### src/rtl/core/bqpp_pkg.sv
package bqpp_pkg;

   localparam int FRAC_BITS   = 8;
   localparam int SAMPLE_BITS = 16;
   localparam int COEF_BITS   = 16;
   localparam int ACC_BITS    = 32;
   localparam int CSR_IDX_BITS = 3;

   localparam logic [COEF_BITS-1:0] B0_RESET = 16'd140;
   localparam logic [COEF_BITS-1:0] B1_RESET = 16'hFEE8;
   localparam logic [COEF_BITS-1:0] B2_RESET = 16'd140;
   localparam logic [COEF_BITS-1:0] A1_RESET = 16'd225;
   localparam logic [COEF_BITS-1:0] A2_RESET = 16'hFFB0;

   typedef enum logic [CSR_IDX_BITS-1:0] {
      CSR_B0 = 3'd0,
      CSR_B1 = 3'd1,
      CSR_B2 = 3'd2,
      CSR_A1 = 3'd3,
      CSR_A2 = 3'd4
   } csr_index_type;

   typedef enum logic [2:0] {
      ST_IDLE,
      ST_FIRST_PROD,
      ST_FIRST_FB,
      ST_SECOND_PROD,
      ST_SECOND_FB,
      ST_HOLD
   } state_type;

   typedef struct packed {
      logic load_samples;
      logic do_prod;
      logic do_fb;
      logic sel_second;
      logic load_out;
   } cmd_type;

   function automatic logic [ACC_BITS-1:0] scale(input logic [ACC_BITS-1:0] p);
      scale = ACC_BITS'($signed(p) >>> FRAC_BITS);
   endfunction

endpackage

### src/rtl/core/biquad_iir_packed_pair_top.sv
// Biquad IIR filter, transposed form, Q8 coefficients, over packed pairs of
// signed 16-bit samples (first sample filtered first). Each sample takes a
// product step (b0/b1/b2 products and output y), then a feedback step (a1/a2
// products that update the two delay terms). A result register lets the next
// word start from idle while a result waits; a word that ends while a
// result waits is held until that result is taken. Coefficients are written
// through csr_we/csr_index/csr_data; the user must write them only while
// idle, which the block does not enforce. Indexes above four are ignored.
module biquad_iir_packed_pair_top (
   input  logic                                    clock,
   input  logic                                    reset,
   input  logic                                    req_valid,
   output logic                                    req_stall,
   input  logic signed [bqpp_pkg::SAMPLE_BITS-1:0] req_sample_first,
   input  logic signed [bqpp_pkg::SAMPLE_BITS-1:0] req_sample_second,
   output logic                                    rsp_valid,
   input  logic                                    rsp_stall,
   output logic signed [bqpp_pkg::SAMPLE_BITS-1:0] rsp_filtered_first,
   output logic signed [bqpp_pkg::SAMPLE_BITS-1:0] rsp_filtered_second,
   input  logic                                    csr_we,
   input  logic [bqpp_pkg::CSR_IDX_BITS-1:0]       csr_index,
   input  logic [bqpp_pkg::COEF_BITS-1:0]          csr_data
);

   bqpp_pkg::cmd_type cmd;

   bqpp_ctrl u_ctrl (
      .clock     (clock),
      .reset     (reset),
      .req_valid (req_valid),
      .req_stall (req_stall),
      .rsp_valid (rsp_valid),
      .rsp_stall (rsp_stall),
      .cmd       (cmd)
   );

   bqpp_datapath u_datapath (
      .clock               (clock),
      .reset               (reset),
      .cmd                 (cmd),
      .csr_we              (csr_we),
      .csr_index           (csr_index),
      .csr_data            (csr_data),
      .req_sample_first    (req_sample_first),
      .req_sample_second   (req_sample_second),
      .rsp_filtered_first  (rsp_filtered_first),
      .rsp_filtered_second (rsp_filtered_second)
   );

endmodule

### src/rtl/core/bqpp_ctrl.sv
module bqpp_ctrl (
   input  logic              clock,
   input  logic              reset,
   input  logic              req_valid,
   output logic              req_stall,
   output logic              rsp_valid,
   input  logic              rsp_stall,
   output bqpp_pkg::cmd_type cmd
);

   bqpp_pkg::state_type state_ff, state_in;
   logic rsp_valid_ff, rsp_valid_in;
   logic out_free, final_step, accept;

   always_comb begin
      out_free   = !rsp_valid_ff || !rsp_stall;
      final_step = (state_ff == bqpp_pkg::ST_SECOND_FB) || (state_ff == bqpp_pkg::ST_HOLD);
      req_stall  = !((state_ff == bqpp_pkg::ST_IDLE) || (final_step && out_free));
      accept     = req_valid && !req_stall;
   end

   always_comb begin
      state_in = state_ff;
      case (state_ff)
         bqpp_pkg::ST_IDLE: begin
            if (accept) state_in = bqpp_pkg::ST_FIRST_PROD;
         end
         bqpp_pkg::ST_FIRST_PROD:  state_in = bqpp_pkg::ST_FIRST_FB;
         bqpp_pkg::ST_FIRST_FB:    state_in = bqpp_pkg::ST_SECOND_PROD;
         bqpp_pkg::ST_SECOND_PROD: state_in = bqpp_pkg::ST_SECOND_FB;
         bqpp_pkg::ST_SECOND_FB, bqpp_pkg::ST_HOLD: begin
            if (!out_free) state_in = bqpp_pkg::ST_HOLD;
            else if (accept) state_in = bqpp_pkg::ST_FIRST_PROD;
            else state_in = bqpp_pkg::ST_IDLE;
         end
         default: state_in = bqpp_pkg::ST_IDLE;
      endcase
   end

   always_comb begin
      cmd = '0;
      cmd.load_samples = accept;
      cmd.load_out     = final_step && out_free;
      case (state_ff)
         bqpp_pkg::ST_FIRST_PROD: cmd.do_prod = 1'b1;
         bqpp_pkg::ST_FIRST_FB:   cmd.do_fb   = 1'b1;
         bqpp_pkg::ST_SECOND_PROD: begin
            cmd.do_prod    = 1'b1;
            cmd.sel_second = 1'b1;
         end
         bqpp_pkg::ST_SECOND_FB: begin
            cmd.do_fb      = 1'b1;
            cmd.sel_second = 1'b1;
         end
         default: cmd.sel_second = 1'b1;
      endcase
      rsp_valid_in = cmd.load_out ? 1'b1 : (rsp_stall && rsp_valid_ff);
      rsp_valid    = rsp_valid_ff;
   end

   always_ff @(posedge clock) begin
      if (reset) begin
         state_ff     <= bqpp_pkg::ST_IDLE;
         rsp_valid_ff <= 1'b0;
      end else begin
         state_ff     <= state_in;
         rsp_valid_ff <= rsp_valid_in;
      end
   end

endmodule

### src/rtl/core/bqpp_datapath.sv
module bqpp_datapath (
   input  logic                                   clock,
   input  logic                                   reset,
   input  bqpp_pkg::cmd_type                      cmd,
   input  logic                                   csr_we,
   input  logic [bqpp_pkg::CSR_IDX_BITS-1:0]      csr_index,
   input  logic [bqpp_pkg::COEF_BITS-1:0]         csr_data,
   input  logic signed [bqpp_pkg::SAMPLE_BITS-1:0] req_sample_first,
   input  logic signed [bqpp_pkg::SAMPLE_BITS-1:0] req_sample_second,
   output logic signed [bqpp_pkg::SAMPLE_BITS-1:0] rsp_filtered_first,
   output logic signed [bqpp_pkg::SAMPLE_BITS-1:0] rsp_filtered_second
);

   localparam int AW = bqpp_pkg::ACC_BITS;
   localparam int CW = bqpp_pkg::COEF_BITS;
   localparam int SW = bqpp_pkg::SAMPLE_BITS;

   logic signed [CW-1:0] b0_ff, b1_ff, b2_ff, a1_ff, a2_ff;
   logic signed [SW-1:0] x1_ff, x2_ff;
   logic [AW-1:0] outer_ff, inner_ff, y_ff, pb1_ff, pb2_ff;
   logic [AW-1:0] outer_in, inner_in, y_in, pb1_in, pb2_in;
   logic [SW-1:0] first_ff, out1_ff, out2_ff;
   logic signed [SW-1:0] x_sel;
   logic signed [AW-1:0] prod_b0, prod_b1, prod_b2;
   logic signed [AW-1:0] prod_a1, prod_a2;

   always_comb begin
      x_sel    = cmd.sel_second ? x2_ff : x1_ff;
      prod_b0  = AW'(b0_ff) * AW'(x_sel);
      prod_b1  = AW'(b1_ff) * AW'(x_sel);
      prod_b2  = AW'(b2_ff) * AW'(x_sel);
      y_in     = outer_ff + bqpp_pkg::scale(prod_b0);
      pb1_in   = bqpp_pkg::scale(prod_b1);
      pb2_in   = bqpp_pkg::scale(prod_b2);
      prod_a1  = AW'(a1_ff) * $signed(y_ff);
      prod_a2  = AW'(a2_ff) * $signed(y_ff);
      outer_in = inner_ff + pb1_ff + bqpp_pkg::scale(prod_a1);
      inner_in = pb2_ff + bqpp_pkg::scale(prod_a2);
   end

   always_ff @(posedge clock) begin
      if (reset) begin
         b0_ff    <= bqpp_pkg::B0_RESET;
         b1_ff    <= bqpp_pkg::B1_RESET;
         b2_ff    <= bqpp_pkg::B2_RESET;
         a1_ff    <= bqpp_pkg::A1_RESET;
         a2_ff    <= bqpp_pkg::A2_RESET;
         outer_ff <= '0;
         inner_ff <= '0;
      end else begin
         if (csr_we) begin
            case (csr_index)
               bqpp_pkg::CSR_B0: b0_ff <= csr_data;
               bqpp_pkg::CSR_B1: b1_ff <= csr_data;
               bqpp_pkg::CSR_B2: b2_ff <= csr_data;
               bqpp_pkg::CSR_A1: a1_ff <= csr_data;
               bqpp_pkg::CSR_A2: a2_ff <= csr_data;
               default: ;
            endcase
         end
         if (cmd.do_fb) begin
            outer_ff <= outer_in;
            inner_ff <= inner_in;
         end
      end
   end

   always_ff @(posedge clock) begin
      if (cmd.load_samples) begin
         x1_ff <= req_sample_first;
         x2_ff <= req_sample_second;
      end
      if (cmd.do_prod) begin
         y_ff   <= y_in;
         pb1_ff <= pb1_in;
         pb2_ff <= pb2_in;
      end
      if (cmd.do_fb && !cmd.sel_second) first_ff <= y_ff[SW-1:0];
      if (cmd.load_out) begin
         out1_ff <= first_ff;
         out2_ff <= y_ff[SW-1:0];
      end
   end

   assign rsp_filtered_first  = out1_ff;
   assign rsp_filtered_second = out2_ff;

endmodule

### config.mk
export PLATFORM = sky130hd
export DESIGN_NAME = biquad_iir_packed_pair_top
export DESIGN_NICKNAME = d
export VERILOG_FILES = /design/src/rtl/core/bqpp_pkg.sv /design/src/rtl/core/biquad_iir_packed_pair_top.sv /design/src/rtl/core/bqpp_ctrl.sv /design/src/rtl/core/bqpp_datapath.sv
export SDC_FILE = /design/constraint.sdc
export NUM_CORES = 2
export LEC_CHECK = 0
export BUFFER_PORTS_ARGS = -buffer_cell sky130_fd_sc_hd__buf_2
export CELL_PAD_IN_SITES_DETAIL_PLACEMENT = 1
export CELL_PAD_IN_SITES_GLOBAL_PLACEMENT = 1
export CORE_MARGIN = 2
export CORE_UTILIZATION = 45
export CTS_BUF_LIST = sky130_fd_sc_hd__clkbuf_8
export CTS_CLUSTER_DIAMETER = 200
export DETAILED_ROUTE_END_ITERATION = 12
export PLACE_DENSITY_LB_ADDON = 0.05
export SLEW_MARGIN = 15
export SYNTH_ARGS = -nofsm -noshare
export SYNTH_HDL_FRONTEND = slang
export SYNTH_SLANG_ARGS = --single-unit
export TNS_END_PERCENT = 100
### constraint.sdc
create_clock -name clock -period 13.45 [get_ports clock]
set_input_delay 1.345 -clock clock [delete_from_list [all_inputs] [get_ports clock]]
set_output_delay 1.345 -clock clock [all_outputs]
set_load 0.005 [all_outputs]
Yosys cells after proc, flatten, opt, wreduce, memory -nomap -nowiden

Index checks and enable logic that the tools add are counted.

Logic and storage cells: 65
Output and inout bits: 34
Bits of input ports: 56
Flip-flop bits (word level): 308

$mul: 5
Eq/ne operators: 10
Reductions and logical operators: 21
Add/subtract/negate cells: 4
Multiplexer cells: 8

Operator list:

| operator           | count |
|---|---|
| $add 32x32->32     | 3 |
| $mul 16x16->32     | 3 |
| $mul 16x32->32     | 2 |
| $add 24x24->25     | 1 |
| $mux 16            | 1 |
| $pmux 3 s5         | 1 |
| $eq 3x2->1 const B | 4 |
| $reduce_and 2->1   | 5 |
| $eq 3x3->1 const B | 3 |
| $reduce_or 2->1    | 4 |
| $eq 3x1->1 const B | 2 |
| $logic_not 3->1    | 2 |
| $mux 3             | 2 |
| $logic_and 1x1->1  | 4 |
| $mux 1             | 4 |
| $logic_not 1->1    | 3 |
| $logic_or 1x1->1   | 3 |
| $ne 2x1->1 const B | 1 |

Depth between registers and ports, before layout

Word-level depth: 8
Depth in mapped cells: 41
Gate-level depth less buffers: 39

Hierarchy

A second synthesis with hierarchy kept.

Cells, all modules: 7061
Area total of the unflattened synthesis: 65517.8 um2

Modules (own cells, without submodules):

| module        | seq. area each (um2) | area each (um2) | instances | cells each |
|---|---|---|---|---|
| bqpp_datapath | 7547.2               | 65282.6         | 1         | 7036 |
| bqpp_ctrl     | 80.1                 | 235.2           | 1         | 25 |

Worst setup path after synthesis

No wires, ideal clock.

Path kind: register to register
Start point: register u_ctrl.state_ff[1]
End point: register u_datapath.y_ff[30] (data pin)
Library setup time: 0.258 ns
Clock period less this slack: 9.865 ns
Buffers on the path: 3
Stages on the path, launching flop included: 39
Required time: 13.192 ns
Arrival time: 9.608 ns
Path slack: 3.585 ns
Path through: dfxtp_1 buf_2 xnor2_1 nor2_1 clkbuf_1 mux2_2 clkbuf_1 and2_1 fa_1 inv_1 fa_1 fa_1 fa_1 inv_1 fa_1 fa_1 ha_1 nand2_1 (+3 left out) a2111o_1 a31o_2 a21o_1 a21oi_2 o21ba_2 o21bai_1 xor2_1 ha_1 a21o_1 a21o_1 a21oi_1 o22a_1 o31ai_1 a21o_1 or4_1 a31o_2 a21oi_1 xnor2_1

Word-level cells in the longest chain between the ends: 5
Elaborated cells between the ends (all ways): 6
Those cells by class: 1 x add/sub; 1 x mul; 2 x eq/ne; 1 x mux; 1 x reduce/logical

Ends and longest elaborated chain:

| element                                  | line                | text |
|---|---|---|
| start: declaration                       | bqpp_ctrl.sv:11     | `bqpp_pkg::state_type state_ff, state_in;` |
| start signal: assignment                 | bqpp_ctrl.sv:63     | `state_ff <= bqpp_pkg::ST_IDLE;` |
| start signal: assignment                 | bqpp_ctrl.sv:66     | `state_ff <= state_in;` |
| $eq 3x1->1 or $eq 3x2->1 (tied branches) | bqpp_ctrl.sv:44     | `case (state_ff)` |
| $reduce_or 2->1 (no source line) *       | n/a                 |  |
| $mux 16 *                                | bqpp_datapath.sv:28 | `x_sel = cmd.sel_second ? x2_ff : x1_ff;` |
| $mul 16x16->32 *                         | bqpp_datapath.sv:29 | `prod_b0 = AW'(b0_ff) * AW'(x_sel);` |
| $add 32x32->32 *                         | bqpp_datapath.sv:32 | `y_in = outer_ff + bqpp_pkg::scale(prod_b0);` |
| named net u_datapath.y_in[30]            | bqpp_datapath.sv:21 | `logic [AW-1:0] outer_in, inner_in, y_in, pb1_in, pb2_in;` |
| end signal: assignment                   | bqpp_datapath.sv:74 | `y_ff <= y_in;` |
| end: declaration                         | bqpp_datapath.sv:20 | `logic [AW-1:0] outer_ff, inner_ff, y_ff, pb1_ff, pb2_ff;` |

The timed path passes the listed nets; every way through them passes the cells marked *.
A chain may end at the register's enable or synchronous reset.

Worst setup path in the final report

Start point: register u_ctrl.state_ff[0]
End point: register u_datapath.y_ff[30] (data pin)

The elaborated chain is that of the path after synthesis.

==> reports/summary.txt <==
Fill cells: 16800
Status: complete, no violations
Post-synth EDFFs: 160
Area of the multi-input gates: 0.0507 mm2
Worst hold slack: 0.419 ns
Grt ovf: 0
Buffers from clock root to sink, at most: 3
DIE WIDTH: 386 um
Critical Path End Type: flip-flop
Min-delay src: u_datapath.first_ff[5]$_DFFE_PP_
Yosys top cell area share: 0.432
Synth Net Count: 9134
CP Max Fanout: 48
Post-CTS Repair Setup Buffers: 0
Setup WS post-layout: 2.43 ns
Crit-path most repeated cell: fa_1
Placed cell area: 0.0682 mm2
Leading cell types by total area after synthesis: fa_1 (43%), inv_1 (9.6%), ha_1 (9.5%)
Worst hold path class: reg2reg
Startpoint types: flip-flop
Req. time, crit path: 13.92 ns
CP max stage delay: 0.68 ns
Row cnt: 140
First-pass GRT wire length: 323000 um
Worst-margin pin slew: 1.17 ns
Synth top cells by count: inv_1 (1683), fa_1 (1417), nand2_1 (1132)
Synth area leader: fa_1
Synth Register Bits: 301
Global Route Usage Sum: 0.288
Vias in the first global route: 54400
Final HPWL DP: 161000 um
Clock root buffer: clkbuf_8
Fmax: 90.8 MHz
Mapped Cells: 7162
Total of max-cap violations: 0
Worst slew margin: 0.220
Post-layout minimum cycle time: 11.02 ns
Final period utilization: 0.819
DR vias: 47500
Register area share after synthesis: 0.116
Hold Violations, Final: 0
RSZ-0062 raised after global routing: no
Ys Warns: 0
# clock sinks: 301
Largest net degree at the start of global routing: 59
Worst-path clk slew: 0.06 ns
DP Worst Slack: 2.44 ns
Most used DFF post-synth: edfxtp_1
Avg Cell Area, Syn: 9.18 um2
Chip height: 386 um
GPL Wtd Cong: 0.894
Post-Syn Area: 0.0657 mm2
Full die area: 0.149 mm2
Layout area overhead: 5.85%
Starting Density: 0.452
WS Path Type: reg2reg
Vias per cell: 5.24
Register Area: 0.00764 mm2
Final ANT Viol Nets: 0
Count leader, synth: inv_1
Final setup fails: 0
Synth async-reset ratio: 0
Layout Nets: 9064
Post-CTS resize count: 0
Setup TNS: 0 ns
Worst-Skew Late Latency: 0.76 ns
Max-slew violations: 0
First-pass detailed-route iteration total: 5
Critical-path top delay cell: nor2_2
Iter 0 DRT Violations: 2334
CTS tree: built
R2r startpoint: u_ctrl.state_ff[0]$_SDFFE_PP0P_
Port Buffers: 89
Avg WL per Cell: 22.6 um
I/O Pins: 90
Crit path launch: u_ctrl.state_ff[0]$_SDFFE_PP0P_
Cell variety after synth: 71
CTS Buf Count: 66
Clock skew: 0.0671 ns
Hold-fix buffers, CTS: 0
Detailed-route wire length: 205000 um
Data arrival, critical path: 11.49 ns
H-tree levels: 3
CORE AREA: 0.145 mm2
Residual DRC: 0
Final instance area: 0.0696 mm2
Layout cells sized above 1: 0.0469
Initial antenna violation count: 20
layer usage:
metal | GRT usage | routed length (um) | vias up
li1 | - | - | 21000
met1 | 0.380 | 89800 | 25200
met4 | 0.0737 | 5540 | 6
met3 | 0.0349 | 8580 | 302
met2 | 0.500 | 101000 | 926
met5 | 0 | 44 | -
placed cells by master, fill, tap and decap left out, types with 8 or more instances in the layout:
| cell type | count |
|---|---|
| nand3_1 | 46 |
| xnor2_1 | 190 |
| xor2_1 | 60 |
| mux2_2 | 14 |
| a21boi_0 | 9 |
| nand2_1 | 1132 |
| dfxtp_2 | 10 |
| mux2i_1 | 18 |
| o21bai_1 | 16 |
| dfxtp_1 | 131 |
| buf_2 | 88 |
| a211oi_1 | 24 |
| nand2b_1 | 78 |
| o21a_1 | 30 |
| and2_1 | 541 |
| o21ai_0 | 67 |
| nor2_1 | 151 |
| a2111oi_0 | 8 |
| nor2b_1 | 60 |
| a31oi_1 | 14 |
| buf_4 | 94 |
| a21o_1 | 81 |
| ha_1 | 499 |
| a21oi_1 | 197 |
| or3_1 | 10 |
| edfxtp_1 | 160 |
| inv_1 | 1703 |
| nand4_1 | 18 |
| nor3_1 | 40 |
| o211ai_1 | 9 |
| fa_1 | 1417 |
| and3_1 | 16 |
| nor4_1 | 8 |
| clkbuf_8 | 74 |
cell families after synthesis:
| kind of cell | count (synthesis) | synth area share |
|---|---|---|
| adders and majority gates | 1916 | 0.526 |
| DFF | 301 | 0.116 |
| buffers and inverters | 2005 | 0.115 |
| xor gates and xnor gates | 251 | 0.0337 |
| muxes | 34 | 0.00544 |
| AOI/OAI and AO/OA | 521 | 0.0507 |
| and+or+nand+nor | 2134 | 0.153 |
final cells by class:
| cell class | instances | area share |
|---|---|---|
| antenna | 6 | 0.000216 |
| inverter | 1684 | 0.0908 |
| timing repair buffer | 183 | 0.0167 |
| sequential | 301 | 0.110 |
| clock buffer | 74 | 0.0146 |
| clock inverter | 47 | 0.00539 |
| tap | 1917 | 0.0345 |
| multi-input combinational | 4856 | 0.728 |
worst max-delay path, delay by kind of cell, from the launching register on:
family	cells	cell delay [ns]
buffers and inverters	3	0.88
and+or+nand+nor	6	1.95
xor gates and xnor gates	3	0.43
DFF	1	0.49
muxes	1	0.18
AOI/OAI and AO/OA	15	3.10
adders and majority gates	8	3.63
final timing paths:
kind	slack, ns	cells after the start	endpoint
worst max register to register	2.43	36	u_datapath.y_ff[30]$_DFFE_PP_
worst min register to register	0.42	0	u_datapath.rsp_filtered_first[5]$_DFFE_PP_
worst max-delay path	2.43	36	u_datapath.y_ff[30]$_DFFE_PP_
worst min-delay path	0.42	0	u_datapath.rsp_filtered_first[5]$_DFFE_PP_
flip-flops by register name, indices dropped and copies added, names as in the netlist, 16 cells and up:
register                        cells
u_datapath.a1_ff                   16
u_datapath.a2_ff                   16
u_datapath.b0_ff                   16
u_datapath.b1_ff                   16
u_datapath.b2_ff                   16
u_datapath.first_ff                16
u_datapath.inner_ff                25
u_datapath.outer_ff                32
u_datapath.pb1_ff                  24
u_datapath.pb2_ff                  24
u_datapath.rsp_filtered_first      16
u_datapath.rsp_filtered_second     16
u_datapath.x1_ff                   16
u_datapath.x2_ff                   16
u_datapath.y_ff                    32
through the flow:
step | cells | util
detailed placement | 8940 | 0.469
finish | 9068 | 0.479
CTS | 9061 | 0.478
global route | 9064 | 0.479
floorplan | 7162 | -
global placement | 8940 | 0.469
Power is left out: the tool's default activity adds up to more than one toggle a clock period on the data nets, which glitch-free logic cannot reach.
